$ cat src/rtl/core/tree_lca_distance_query_core_macros.svh
// ----------------------------------------------------------------------------
// Assertion macros for the tree LCA distance query core
// Each macro expands to one labeled concurrent assertion clocked on clk and
// disabled while rst_n is low.
// ----------------------------------------------------------------------------
`ifndef TREE_LCA_DISTANCE_QUERY_CORE_MACROS_SVH
`define TREE_LCA_DISTANCE_QUERY_CORE_MACROS_SVH

// Consequent must hold in the same cycle as the antecedent.
`define TLCDQ_AST_NOW(label, ante, cons, msg) \
    label: assert property (@(posedge clk) disable iff (!rst_n) (ante) |-> (cons)) \
        else $error(msg);

// Consequent must hold in the cycle after the antecedent.
`define TLCDQ_AST_NEXT(label, ante, cons, msg) \
    label: assert property (@(posedge clk) disable iff (!rst_n) (ante) |=> (cons)) \
        else $error(msg);

`endif

$ cat src/rtl/core/tlcdq_pkg.sv
// ----------------------------------------------------------------------------
// tlcdq_pkg
// Shared types, widths and command codes of the tree LCA distance query core.
// ----------------------------------------------------------------------------
`default_nettype none

package tlcdq_pkg;

    localparam int NODES_DEF  = 1024;
    localparam int LEVELS_DEF = 10;

    localparam int NODE_FW   = 10;
    localparam int WEIGHT_W  = 32;
    localparam int DEPTH_W   = 11;
    localparam int DIST_W    = 42;
    localparam int PATH_W    = 43;

    localparam logic OPC_LOAD  = 1'b0;
    localparam logic OPC_QUERY = 1'b1;

    typedef struct packed {
        logic                opcode;
        logic [NODE_FW-1:0]  node_a;
        logic [NODE_FW-1:0]  node_b;
        logic [WEIGHT_W-1:0] edge_weight;
    } req_t;

    typedef struct packed {
        logic [NODE_FW-1:0] ancestor_node;
        logic [PATH_W-1:0]  path_distance;
    } res_t;

    typedef enum logic [4:0] {
        ST_IDLE,
        ST_RED_Q,
        ST_RED_R,
        ST_LD_START,
        ST_LD_META,
        ST_LD_ROW,
        ST_Q_START,
        ST_Q_ORDER,
        ST_LIFT_CHK,
        ST_LIFT_JMP,
        ST_LIFT_DEP,
        ST_EQ_CHK,
        ST_UP_RD,
        ST_UP_CMP,
        ST_PAR_RD,
        ST_PAR_TAKE,
        ST_ANC_RD,
        ST_SUB,
        ST_EMIT
    } ctrl_state_t;

    typedef enum logic [4:0] {
        OP_NOP,
        OP_CAPTURE,
        OP_REDUCE_Q,
        OP_REDUCE_R,
        OP_LD_START,
        OP_LD_META,
        OP_LD_ROW,
        OP_Q_START,
        OP_Q_ORDER,
        OP_LIFT_JUMP,
        OP_LIFT_STEP,
        OP_LIFT_DEPTH,
        OP_SELECT_EQ,
        OP_UP_READ,
        OP_UP_CMP,
        OP_PAR_READ,
        OP_PAR_TAKE,
        OP_ANC_READ,
        OP_SUBTRACT,
        OP_EMIT
    } dp_op_t;

    typedef enum logic [2:0] {
        LVL_HOLD,
        LVL_TOP,
        LVL_ONE,
        LVL_INC,
        LVL_DEC
    } lvl_op_t;

    typedef struct packed {
        dp_op_t  op;
        lvl_op_t lvl_op;
    } dp_cmd_t;

    typedef struct packed {
        logic is_query;
        logic load_null;
        logic single_level;
        logic lift_go;
        logic same_node;
        logic out_free;
        logic lvl_zero;
        logic lvl_last;
    } dp_sts_t;

endpackage

`default_nettype wire

$ cat src/rtl/core/tlcdq_ctrl.sv
// ----------------------------------------------------------------------------
// tlcdq_ctrl
// Controller: sequences loads and queries by issuing datapath commands.
// ----------------------------------------------------------------------------
`default_nettype none

`include "tree_lca_distance_query_core_macros.svh"

module tlcdq_ctrl (
    input  wire logic               clk,
    input  wire logic               rst_n,
    input  wire logic               req_valid,
    output logic                    req_stall,
    input  wire tlcdq_pkg::dp_sts_t sts,
    output tlcdq_pkg::dp_cmd_t      cmd
);

    tlcdq_pkg::ctrl_state_t state_reg;
    tlcdq_pkg::ctrl_state_t state_next;

    always_ff @(posedge clk or negedge rst_n)
    begin
        if (!rst_n)
        begin
            state_reg <= tlcdq_pkg::ST_IDLE;
        end
        else
        begin
            state_reg <= state_next;
        end
    end

    always_comb
    begin
        state_next = state_reg;
        cmd.op     = tlcdq_pkg::OP_NOP;
        cmd.lvl_op = tlcdq_pkg::LVL_HOLD;
        req_stall  = (state_reg != tlcdq_pkg::ST_IDLE);
        case (state_reg)
            tlcdq_pkg::ST_IDLE:
            begin
                if (req_valid)
                begin
                    cmd.op     = tlcdq_pkg::OP_CAPTURE;
                    state_next = tlcdq_pkg::ST_RED_Q;
                end
            end
            tlcdq_pkg::ST_RED_Q:
            begin
                cmd.op     = tlcdq_pkg::OP_REDUCE_Q;
                state_next = tlcdq_pkg::ST_RED_R;
            end
            tlcdq_pkg::ST_RED_R:
            begin
                cmd.op     = tlcdq_pkg::OP_REDUCE_R;
                state_next = sts.is_query ? tlcdq_pkg::ST_Q_START : tlcdq_pkg::ST_LD_START;
            end
            tlcdq_pkg::ST_LD_START:
            begin
                // The sentinel node is never overwritten.
                if (sts.load_null)
                begin
                    state_next = tlcdq_pkg::ST_IDLE;
                end
                else
                begin
                    cmd.op     = tlcdq_pkg::OP_LD_START;
                    state_next = tlcdq_pkg::ST_LD_META;
                end
            end
            tlcdq_pkg::ST_LD_META:
            begin
                cmd.op     = tlcdq_pkg::OP_LD_META;
                cmd.lvl_op = tlcdq_pkg::LVL_ONE;
                state_next = sts.single_level ? tlcdq_pkg::ST_IDLE : tlcdq_pkg::ST_LD_ROW;
            end
            tlcdq_pkg::ST_LD_ROW:
            begin
                cmd.op = tlcdq_pkg::OP_LD_ROW;
                if (sts.lvl_last)
                begin
                    state_next = tlcdq_pkg::ST_IDLE;
                end
                else
                begin
                    cmd.lvl_op = tlcdq_pkg::LVL_INC;
                end
            end
            tlcdq_pkg::ST_Q_START:
            begin
                cmd.op     = tlcdq_pkg::OP_Q_START;
                state_next = tlcdq_pkg::ST_Q_ORDER;
            end
            tlcdq_pkg::ST_Q_ORDER:
            begin
                cmd.op     = tlcdq_pkg::OP_Q_ORDER;
                cmd.lvl_op = tlcdq_pkg::LVL_TOP;
                state_next = tlcdq_pkg::ST_LIFT_CHK;
            end
            tlcdq_pkg::ST_LIFT_CHK:
            begin
                if (sts.lift_go)
                begin
                    cmd.op     = tlcdq_pkg::OP_LIFT_JUMP;
                    state_next = tlcdq_pkg::ST_LIFT_JMP;
                end
                else if (sts.lvl_zero)
                begin
                    state_next = tlcdq_pkg::ST_EQ_CHK;
                end
                else
                begin
                    cmd.lvl_op = tlcdq_pkg::LVL_DEC;
                end
            end
            tlcdq_pkg::ST_LIFT_JMP:
            begin
                cmd.op     = tlcdq_pkg::OP_LIFT_STEP;
                state_next = tlcdq_pkg::ST_LIFT_DEP;
            end
            tlcdq_pkg::ST_LIFT_DEP:
            begin
                // The depth of the new deeper node is reread, not derived.
                cmd.op = tlcdq_pkg::OP_LIFT_DEPTH;
                if (sts.lvl_zero)
                begin
                    state_next = tlcdq_pkg::ST_EQ_CHK;
                end
                else
                begin
                    cmd.lvl_op = tlcdq_pkg::LVL_DEC;
                    state_next = tlcdq_pkg::ST_LIFT_CHK;
                end
            end
            tlcdq_pkg::ST_EQ_CHK:
            begin
                if (sts.same_node)
                begin
                    cmd.op     = tlcdq_pkg::OP_SELECT_EQ;
                    state_next = tlcdq_pkg::ST_ANC_RD;
                end
                else
                begin
                    cmd.lvl_op = tlcdq_pkg::LVL_TOP;
                    state_next = tlcdq_pkg::ST_UP_RD;
                end
            end
            tlcdq_pkg::ST_UP_RD:
            begin
                cmd.op     = tlcdq_pkg::OP_UP_READ;
                state_next = tlcdq_pkg::ST_UP_CMP;
            end
            tlcdq_pkg::ST_UP_CMP:
            begin
                cmd.op = tlcdq_pkg::OP_UP_CMP;
                if (sts.lvl_zero)
                begin
                    state_next = tlcdq_pkg::ST_PAR_RD;
                end
                else
                begin
                    cmd.lvl_op = tlcdq_pkg::LVL_DEC;
                    state_next = tlcdq_pkg::ST_UP_RD;
                end
            end
            tlcdq_pkg::ST_PAR_RD:
            begin
                cmd.op     = tlcdq_pkg::OP_PAR_READ;
                state_next = tlcdq_pkg::ST_PAR_TAKE;
            end
            tlcdq_pkg::ST_PAR_TAKE:
            begin
                cmd.op     = tlcdq_pkg::OP_PAR_TAKE;
                state_next = tlcdq_pkg::ST_ANC_RD;
            end
            tlcdq_pkg::ST_ANC_RD:
            begin
                cmd.op     = tlcdq_pkg::OP_ANC_READ;
                state_next = tlcdq_pkg::ST_SUB;
            end
            tlcdq_pkg::ST_SUB:
            begin
                cmd.op     = tlcdq_pkg::OP_SUBTRACT;
                state_next = tlcdq_pkg::ST_EMIT;
            end
            tlcdq_pkg::ST_EMIT:
            begin
                if (sts.out_free)
                begin
                    cmd.op     = tlcdq_pkg::OP_EMIT;
                    state_next = tlcdq_pkg::ST_IDLE;
                end
            end
            default:
            begin
                state_next = tlcdq_pkg::ST_IDLE;
            end
        endcase
    end

    `TLCDQ_AST_NOW(a_emit_free, cmd.op == tlcdq_pkg::OP_EMIT, sts.out_free, "result overwritten while held")
    `TLCDQ_AST_NEXT(a_accept_starts, (state_reg == tlcdq_pkg::ST_IDLE) && req_valid, state_reg == tlcdq_pkg::ST_RED_Q, "accepted request not started")
    `TLCDQ_AST_NEXT(a_row_ends, (state_reg == tlcdq_pkg::ST_LD_ROW) && sts.lvl_last, state_reg == tlcdq_pkg::ST_IDLE, "load row runs past last level")
    `TLCDQ_AST_NOW(a_lift_done, state_reg == tlcdq_pkg::ST_EQ_CHK, sts.lvl_zero, "lifting left before level zero")

endmodule

`default_nettype wire
$ cat config.mk
export PLATFORM = sky130hd
export DESIGN_NAME = tlcdq_ctrl
export DESIGN_NICKNAME = d
export VERILOG_FILES = /design/src/rtl/core/tlcdq_pkg.sv /design/src/rtl/core/tlcdq_ctrl.sv
export VERILOG_INCLUDE_DIRS = /design/src /design/src/rtl/core
export SDC_FILE = /design/constraint.sdc
export NUM_CORES = 1
export LEC_CHECK = 0
export ABC_AREA = 1
export BUFFER_PORTS_ARGS = -buffer_cell sky130_fd_sc_hd__buf_2
export CAP_MARGIN = 20
export CORE_MARGIN = 2
export CORE_UTILIZATION = 51
export CTS_CLUSTER_DIAMETER = 40
export CTS_CLUSTER_SIZE = 12
export DETAILED_ROUTE_END_ITERATION = 16
export PLACE_DENSITY_LB_ADDON = 0.05
export SYNTH_ARGS = -nofsm -noshare
export SYNTH_HDL_FRONTEND = slang
export SYNTH_SLANG_ARGS = --single-unit
$ cat constraint.sdc
create_clock -name clk -period 1.4 [get_ports clk]
set_input_delay 0.21 -clock clk [delete_from_list [all_inputs] [get_ports clk]]
set_output_delay 0.21 -clock clk [all_outputs]
set_load 0.02 [all_outputs]
# --- Yosys cells after proc, flatten, opt, wreduce, memory -nomap -nowiden ---
# Index checks and enable logic that the tools add are counted.
totals:
  register_bits: 5
  wordCells: 49
  in_bits: 11
  out_inout_bits: 9
op_classes:
  n_reduce_logical: 4
  n_eq_ne: 22
  muxes: 22
ops:
  columns: ["op", "count"]
  rows:
  - ["5-bit one-hot mux with 19 select lines", 2]
  - ["5-bit by 4-bit == test with 1-bit output (second input constant)", 8]
  - ["5-bit two-way mux", 7]
  - ["5-bit by 3-bit == test with 1-bit output (second input constant)", 4]
  - ["3-bit one-hot mux with 6 select lines", 1]
  - ["5-bit == test (second input constant)", 3]
  - ["3-bit two-way mux", 5]
  - ["5-bit by 2-bit == test with 1-bit output (second input constant)", 2]
  - ["4-bit two-way mux", 2]
  - ["2-bit two-way mux", 3]
  - ["2-bit inequality test (second input constant)", 3]
  - ["5-bit by 1-bit == test with 1-bit output (second input constant)", 1]
  - ["5-bit logical NOT", 1]
  - ["5-bit nonzero test", 1]
  - ["4-bit AND reduction", 1]
  - ["3-bit inequality test (second input constant)", 1]
  - ["1-bit two-way mux", 2]
  - ["2-bit OR reduction", 1]

# --- Longest topological paths before layout ---
# Gate-level depths: netlist of run 1.
logic_depth:
  depth_word: 3
  ltp_mapped: 10
  mapped_depth_nobuf: 9

# --- Least setup slack after synthesis of run 1 ---
# Ideal clock, no wire load.
synth_timing:
  path_kind: "reg2out"
  start: "register state_reg[2]"
  end: "output cmd[3] (netlist name)"
  n_path_buf: 1
  t_arrival_ns: 1.338
  required_ns: 1.190
  setup_slack_ns: -0.148
  stages_incl_launch_ff: 9
  path_cell_list: "dfrtp_1 > buf_4 > nor2_4 > inv_1 > nor2_1 > inv_1 > o21ai_1 > inv_1 > nand4_1"
synth_rtl:
  columns: ["item", "line_no", "text"]
  rows:
  - ["from (decl)", "tlcdq_ctrl.sv:18", "tlcdq_pkg::ctrl_state_t state_reg;"]
  - ["from (signal assigned)", "tlcdq_ctrl.sv:25", "state_reg <= tlcdq_pkg::ST_IDLE;"]
  - ["from (signal assigned)", "tlcdq_ctrl.sv:29", "state_reg <= state_next;"]
  - ["to (decl)", "tlcdq_ctrl.sv:15", "output tlcdq_pkg::dp_cmd_t cmd"]

==> summary.md, run 1 <==
| Metric | Value |
|---|---|
| Min cycle time layout | 1800 ps |
| Combinational share of power | 78.6% |
| Final HPWL DP | approximately 1800 µm |
| Core area | 1330 µm² |
| Critical Path AT | 1590 ps |
| Crit-path max FO | 6 |
| Fin crit share | 128% |
| Distinct cells, synth | 22 |
| WL/cell | 14.8 µm |
| Vias | roughly 1100 |
| Net Sw Power | 1290 µW |
| Fmax | 0.557 GHz |
| Post-DRT Antenna Nets | 0 |
| RSZ-0062 raised after global routing | true |
| Die ar. | 1780 µm² |
| FP Rows | 13 |
| I/O pin total | 20 |
| Net total in the final layout | 185 |
| Skew final | a little under 2 ps |
| MaxCap Viol Count | 0 |
| Post-route cell area | 1190 µm² |
| Initial Util | a little under three fifths |
| Clk slew on worst S/H paths | 50 ps |
| Yosys reg bits | 5 |
| Syn-to-layout area delta | 59.7% |
| Pre-CTS setup slack | -138 ps |
| Gr ovfl total | 0 |
| Worst Reg2Reg Path Length in Cells | 10 |
| DRC viols | 0 |
| Endpoints failing setup | 11 |
| Placed cell area | between 900 and 1000 µm² |
| Critical Path Source Type | register |
| Worst setup margin | -396 ps |
| CP required | 1190 ps |
| Vert. Die Dim | 42.2 µm |
| Vias in the first global route | 945 |
| Yosys warnings | 0 |
| Mean Syn Cell Area | 6.00 µm² |
| Slew Viols, Final | 0 |
| Leakage dissipation | 0.000652 µW |
| Routability congestion estimate | 0.924 |
| Crit path kind | register to output pin |
| CTS Sinks | 5 |
| Clock latency on the worst-skew pair | 250 ps |
| CTS tree | done |
| First-pass GRT wire length | 4140 µm |
| Vias/cell | 5.72 |
| Worst-Margin Slew | 244 ps |
| Antenna violations before repair | 0 |
| Slew headroom | between 80% and 90% |
| Failing checks | setup timing |
| Count of input and output buffers | 19 |
| Htree depth | 1 |
| Pre-Repair DR Iteration Count | 5 |
| Final Hold Fails | 0 |
| Antenna Cells | 0 |
| Switch share | between 50% and 60% |
| Status | finished with violations |
| Clock share of power | 7.0% |
| Min-Delay Path Class | input port to async pin |
| Total CTS buffers | 3 |
| Layout cells sized above 1 | 55.5% |
| Final hold slack | 297 ps |
| Peak supply drop | 1.41 mV |
| Initial DRC count | 63 |
| P_int | between 1000 and 1500 µW |
| Crit. End Element | output pin |
| Reg power frac | 14.4% |
| Syn Inst Count | approximately 120 |
| Root Buffer Master | clkbuf_4 |
| Final WL | 2790 µm |
| Max reg flops | 5 |
| CTS Buffer Depth | 2 |
| Largest net degree at the start of global routing | 8 |
| Fillcell total | between 70 and 80 |
| Syn Nets | 135 |
| Total global-route track usage | approximately 30% |
| Pwr per Cell Area | 2080 nW/µm² |
| Sequential fraction of the synthesis area | 16.8% |
| Die X | around 42 µm |
| Post-synthesis cell area | 744 µm² |
-- timing repair --
item                                   in CTS  in global routing
endpoints found under the hold margin       5                  0
setup endpoints to repair                  10                 12
setup buffers                               6                  4
pin swaps                                   9                  6
hold buffers                                1                  0
resized for setup                          25                 13
-- final cells by class --
cell class / instances / area, µm² / share of cell area (%)
clock buffer: 4 / 26.3 / 2.21
inverter: 19 / 76.3 / 6.42
multi-input combinational: 96 / 564 / 47.5
sequential: 5 / 131 / 11.1
tap: 15 / 18.8 / 1.58
timing repair buffer: 49 / 372 / 31.3
-- cell families (layout without fill, tap and decap cells) --
| kind of cell | Yosys count | count (layout) | share of synthesized area [%] |
|---|---|---|---|
| AOI/OAI and AO/OA | 9 | 9 | 6.39 |
| buffers and inverters | 23 | 72 | 15.8 |
| DFF | 5 | 5 | 16.8 |
| and+or+nand+nor | 87 | 87 | 61.0 |
-- placed cells by master, fill, tap and decap left out, drive strengths merged --
cell,netlist,final
clkbuf,0,4
nand2,42,42
nand3b,2,2
dlygate4sd3,0,1
dfrtp,5,5
nand4,5,5
a21oi,1,1
nor2,22,22
a22oi,1,1
o21ai,7,7
buf,4,48
inv,19,19
nor3,1,1
nand3,15,15
-- Yosys cell counts, drive strengths merged --
| cell | n | area, µm² |
|---|---|---|
| nand4 | 5 | 31.3 |
| inv | 19 | 76.3 |
| nor2 | 22 | 133 |
| nand3b | 2 | 15.0 |
| nand3 | 15 | 80.1 |
| nor3 | 1 | 5.00 |
| a21oi | 1 | 5.00 |
| o21ai | 7 | 35.0 |
| buf | 4 | 41.3 |
| dfrtp | 5 | 125 |
| a22oi | 1 | 7.51 |
| nand2 | 42 | 190 |
-- per-stage QoR --
stage	setup TNS, ps	power [µW]	std cells	util, %
after floorplan	-68.7	1290	124	-
after global placement	-600	1750	173	72.5
after detailed placement	-764	1770	173	72.5
after CTS	-2380	2230	184	84.1
after global routing	-3630	2610	188	89.1
final	-3110	2480	188	89.1
-- power by group through the flow --
stage	Sequential (µW)	Combinational (µW)	Clock [µW]
4_1_cts	337	1730	168
3_5_place_dp	322	1450	0
3_3_place_gp	318	1430	0
6_report	356	1950	173
5_1_grt	361	2060	186
2_1_floorplan	253	1040	0
-- worst max-delay path: stages, from the launching register on --
cell and delay [ps]:
dfrtp_2 490, nor2_4 170, nand2_2 100, nor2_4 120
inv_2 70, o21ai_2 110, inv_1 50, nand4_1 80
buf_4 150
-- worst paths after layout --
check                             startpoint      endpoint  slack, ps
worst min register to register  state_reg[1]  state_reg[3]        770
min in group clk                      sts[0]  state_reg[0]        320
worst max-delay path            state_reg[0]        cmd[3]       -400
max in group asynchronous              rst_n  state_reg[0]        960
worst min-delay path                   rst_n  state_reg[1]        300
worst max register to register  state_reg[0]  state_reg[0]       -140
-- per-layer routing --
layer / vias up / global-route usage, % / share of wire (%)
met1: 480 / 37.0 / 37
met5: - / 0 / 0
met3: 18 / 2.59 / 10
met4: 0 / 13.1 / 4.1
met2: 88 / 52.0 / 49
li1: 489 / - / -
(Power assumes the default switching activity.)
==> inputs of run 2 (changes only) <==
--- a/config.mk
+++ b/config.mk
@@ -9,12 +9,12 @@
 export ABC_AREA = 1
 export BUFFER_PORTS_ARGS = -buffer_cell sky130_fd_sc_hd__buf_2
 export CAP_MARGIN = 20
-export CORE_MARGIN = 2
 export CORE_UTILIZATION = 51
 export CTS_CLUSTER_DIAMETER = 40
 export CTS_CLUSTER_SIZE = 12
 export DETAILED_ROUTE_END_ITERATION = 16
 export PLACE_DENSITY_LB_ADDON = 0.05
+export REMOVE_ABC_BUFFERS = 1
 export SYNTH_ARGS = -nofsm -noshare
 export SYNTH_HDL_FRONTEND = slang
 export SYNTH_SLANG_ARGS = --single-unit
==> summary.md, run 2 <==
| Metric | Value |
|---|---|
| Status | did not finish |
| Fail Step | 5_1_grt |
| Log Error | [ERROR DPL-0038] Utilization greater than 100%, impossible to legalize |
| Yosys warnings | 0 (unchanged) |
| Post-Place Cells | 177 (+2.3%) |
| Count of input and output buffers | 19 (unchanged) |
| Root Buffer Master | clkbuf_4 |
| Syn Inst Count | 124 (unchanged) |
| FP Rows | 13 (unchanged) |
| Placed cell area | 990 µm² (+2.3%) |
| Die X | 40.2 µm (-4.7%) |
| Distinct cells, synth | 22 (unchanged) |
| Worst EP kind | primary output |
| I/O pin total | 20 (unchanged) |
| Worst setup endpoint GRT | cmd[6] |
| Post-synth top area share | 16.8% (unchanged) |
| Initial Util | 55.8% (unchanged) |
| Ys async rst share | 100% (unchanged) |
| Post-synth top flop | dfrtp_1 |
| Routability congestion estimate | 0.901 (-2.4%) |
| Post-synthesis cell area | 744 µm² (unchanged) |
| Vert. Die Dim | 40.2 µm (-4.7%) |
| Sequential fraction of the synthesis area | 16.8% (unchanged) |
| CTS Buffer Depth | 2 (unchanged) |
| Total CTS buffers | 3 (unchanged) |
| List of most frequent post-synthesis cells | nand2_1, inv_1, nand3_1 |
| Largest net degree at the start of global routing | 8 |
| Area leader, netlist | dfrtp_1 |
| Mean Syn Cell Area | 6.00 µm² (unchanged) |
| Final HPWL DP | 1780 µm (-2.2%) |
| Yosys reg bits | 5 (unchanged) |
| Count leader, synth | nand2_1 |
| Main area contributors after synthesis | dfrtp_1, nand2_1, nand3_1 |
| CTS Sinks | 5 (unchanged) |
| Post-synth EDFFs | 0 (unchanged) |
| Htree depth | 1 (unchanged) |
==> run 2: cell counts after synthesis <==
Identical to the previous run, type by type.
==> run 2: logic make-up after synthesis <==
logic type | after synthesis | synth area share, %
compound gates | 9 | 6.39
simple gates | 87 | 61.0
flops | 5 | 16.8
buf+inv | 23 | 15.8
==> run 2: per-stage QoR <==
step           worst slack [ps]  hold slack [ps]
4_1_cts                    -300              297
2_1_floorplan              -160            -85.6
3_3_place_gp               -144             31.8
3_5_place_dp               -152             34.4
==> run 2: repair_timing <==
item	CTS
hold buffers	1
hold endpoints to repair	5
gates resized for setup	39
setup endpoints to repair	12
buffers inserted	18
pin swaps	13
==> inputs of run 3 (changes only) <==
--- a/config.mk
+++ b/config.mk
@@ -9,11 +9,10 @@
 export ABC_AREA = 1
 export BUFFER_PORTS_ARGS = -buffer_cell sky130_fd_sc_hd__buf_2
 export CAP_MARGIN = 20
-export CORE_UTILIZATION = 51
-export CTS_CLUSTER_DIAMETER = 40
-export CTS_CLUSTER_SIZE = 12
+export CORE_AREA = 2 2 63 65
 export DETAILED_ROUTE_END_ITERATION = 16
-export PLACE_DENSITY_LB_ADDON = 0.05
+export DIE_AREA = 0 0 65 67
+export PLACE_DENSITY_LB_ADDON = 0.15
 export REMOVE_ABC_BUFFERS = 1
 export SYNTH_ARGS = -nofsm -noshare
 export SYNTH_HDL_FRONTEND = slang
==> summary.md, run 3 (same netlist as run 1, synthesis figures left out) <==
| Metric | Value |
|---|---|
| Status | finished with violations |
| Failing checks | setup timing |
| Worst setup margin | -299 ps |
| Reg power frac | 10.9% |
| Critical Path Source Type | register |
| RSZ-0062 raised after global routing | true |
| Min cycle time layout | between 1500 and 2000 ps |
| Most common cell after layout, fill and taps aside | buf_4 |
| Min-Delay Path Class | input port to async pin |
| Initial DRC count | 37 |
| Pre-Repair DR Iteration Count | 4 |
| Htree depth | 1 (unchanged) |
| Syn-to-layout area delta | 93.4% |
| Gr ovfl total | 0 |
| Crit-path max FO | 4 |
| CTS Sinks | 5 (unchanged) |
| First-pass GRT wire length | 4660 µm |
| Net total in the final layout | 195 |
| Net Sw Power | about 1400 µW |
| Skew final | 1.95 ps |
| Clock latency on the worst-skew pair | 220 ps |
| Final hold slack | 331 ps |
| Post-route cell area | around 1400 µm² |
| Post-DRT Antenna Nets | 0 |
| Vias in the first global route | 1040 |
| Largest net degree at the start of global routing | 8 |
| Most frequent cells in the layout | buf_4, nand2_1, buf_6 |
| Fmax | between 0.5 and 0.6 GHz |
| Final WL | 2870 µm |
| Clk slew on worst S/H paths | 30 ps |
| WL/cell | about 12 µm |
| Root Buffer Master | clkbuf_8 |
| Total CTS buffers | 3 (unchanged) |
| Pre-CTS setup slack | -321 ps (-168 ps) |
| Post-Layout Cell Count | about 230 |
| Peak supply drop | between 0.6 and 0.7 mV |
| Crit path kind | register to output pin |
| Vert. Die Dim | 67 µm (+67%) |
| Die ar. | 4360 µm² |
| Fin crit share | 121% |
| Crit Reg-Reg Startpoint | state_reg[0] |
| Worst setup startpoint | state_reg[0] |
| Count of input and output buffers | 19 (unchanged) |
| Leakage dissipation | 0.000764 µW |
| Switch share | 47.4% |
| Final HPWL DP | 2210 µm (+24%) |
| FP Rows | 22 (+9) |
| Slew Viols, Final | 0 |
| Vias | 977 |
| Final Hold Fails | 0 |
| P_int | approximately 1600 µW |
| Worst-Margin Slew | a little over 200 ps |
| Pwr per Cell Area | 2050 nW/µm² |
| DRC viols | 0 |
| Combinational share of power | 80.3% |
| Setup TNS | -2300 ps |
| Layout cells sized above 1 | approximately three fifths |
| Critical Path AT | 1490 ps |
| Initial Util | 20.6% (-35 points) |
| Core area | 3610 µm² |
| Clock share of power | 8.8% |
| CTS tree | done |
| CP required | 1190 ps |
| Placed cell area | 1090 µm² (+9.7%) |
| Total global-route track usage | between 10% and 20% |
| Post-Place Cells | 214 (+21%) |
| I/O pin total | 20 (unchanged) |
| Routability congestion estimate | 0.829 (-8.0%) |
| Slew headroom | 86.3% |
| Antenna violations before repair | 0 |
| CTS Buffer Depth | 2 (unchanged) |
| Endpoints failing setup | 13 |
| Max reg flops | 5 |
| MaxCap Viol Count | 0 |
| Antenna Cells | 0 |
| Die X | 65 µm (+62%) |
| Vias/cell | 4.23 |
| Crit. End Element | output pin |
## run 3: power groups by stage
| stage | clock network [µW] | logic, µW | registers [µW] |
|---|---|---|---|
| 6_report | 260 | 2370 | 323 |
| 3_3_place_gp | 0 | 1640 | 322 |
| 5_1_grt | 281 | 2560 | 332 |
| 4_1_cts | 271 | 2180 | 317 |
| 2_1_floorplan | 0 | 871 | 328 |
| 3_5_place_dp | 0 | 1630 | 322 |
## run 3: critical path: stages, from the launching register on
cell	delay, ps
dfrtp_2	440
nor2_4	180
nand2_2	90
nor2_4	100
inv_2	50
o21ai_2	140
inv_1	50
nand4_1	80
buf_6	130
## run 3: worst paths after layout
check | slack (ps) | cells after the start | end
setup / recovery | -300 | 8 | cmd[3]
hold / removal | 330 | 2 | state_reg[1]
max in group asynchronous | 930 | 2 | state_reg[2]
hold reg to reg | 850 | 4 | state_reg[3]
min in group clk | 390 | 5 | state_reg[1]
setup reg to reg | -80 | 9 | state_reg[1]
## run 3: stage by stage
stage | utilization [%] | total power (µW)
2_1_floorplan | - | 1200
6_report | 39.9 | 2950
5_1_grt | 39.9 | 3170
3_3_place_gp | 30.1 | 1960
4_1_cts | 38.0 | 2770
3_5_place_dp | 30.1 | 1950
## run 3: layout make-up
class                      count  area (µm²)
clock buffer                   4        45.0
fill                         391        2170
inverter                      19        81.3
multi-input combinational     96         624
sequential                     5         131
tap                           48        60.1
timing repair buffer          59         498
## run 3: layer usage
metal  GRT usage (%)  up-vias  routed length (µm)
met1            16.8      438                1230
met3            1.86        4                 113
li1                -      515                   -
met5               0        -                   0
met4            5.05        0                  36
met2            26.4       20                1500
## run 3: repair_timing
item | 4_1_cts | 5_1_grt
buffers inserted | 12 | 2
pin swaps | 13 | 14
cloned | 0 | 0
setup endpoints to repair | 13 | 13
hold endpoints to repair | 5 | 0
resized for setup | 47 | 18
hold buffers | 1 | 0
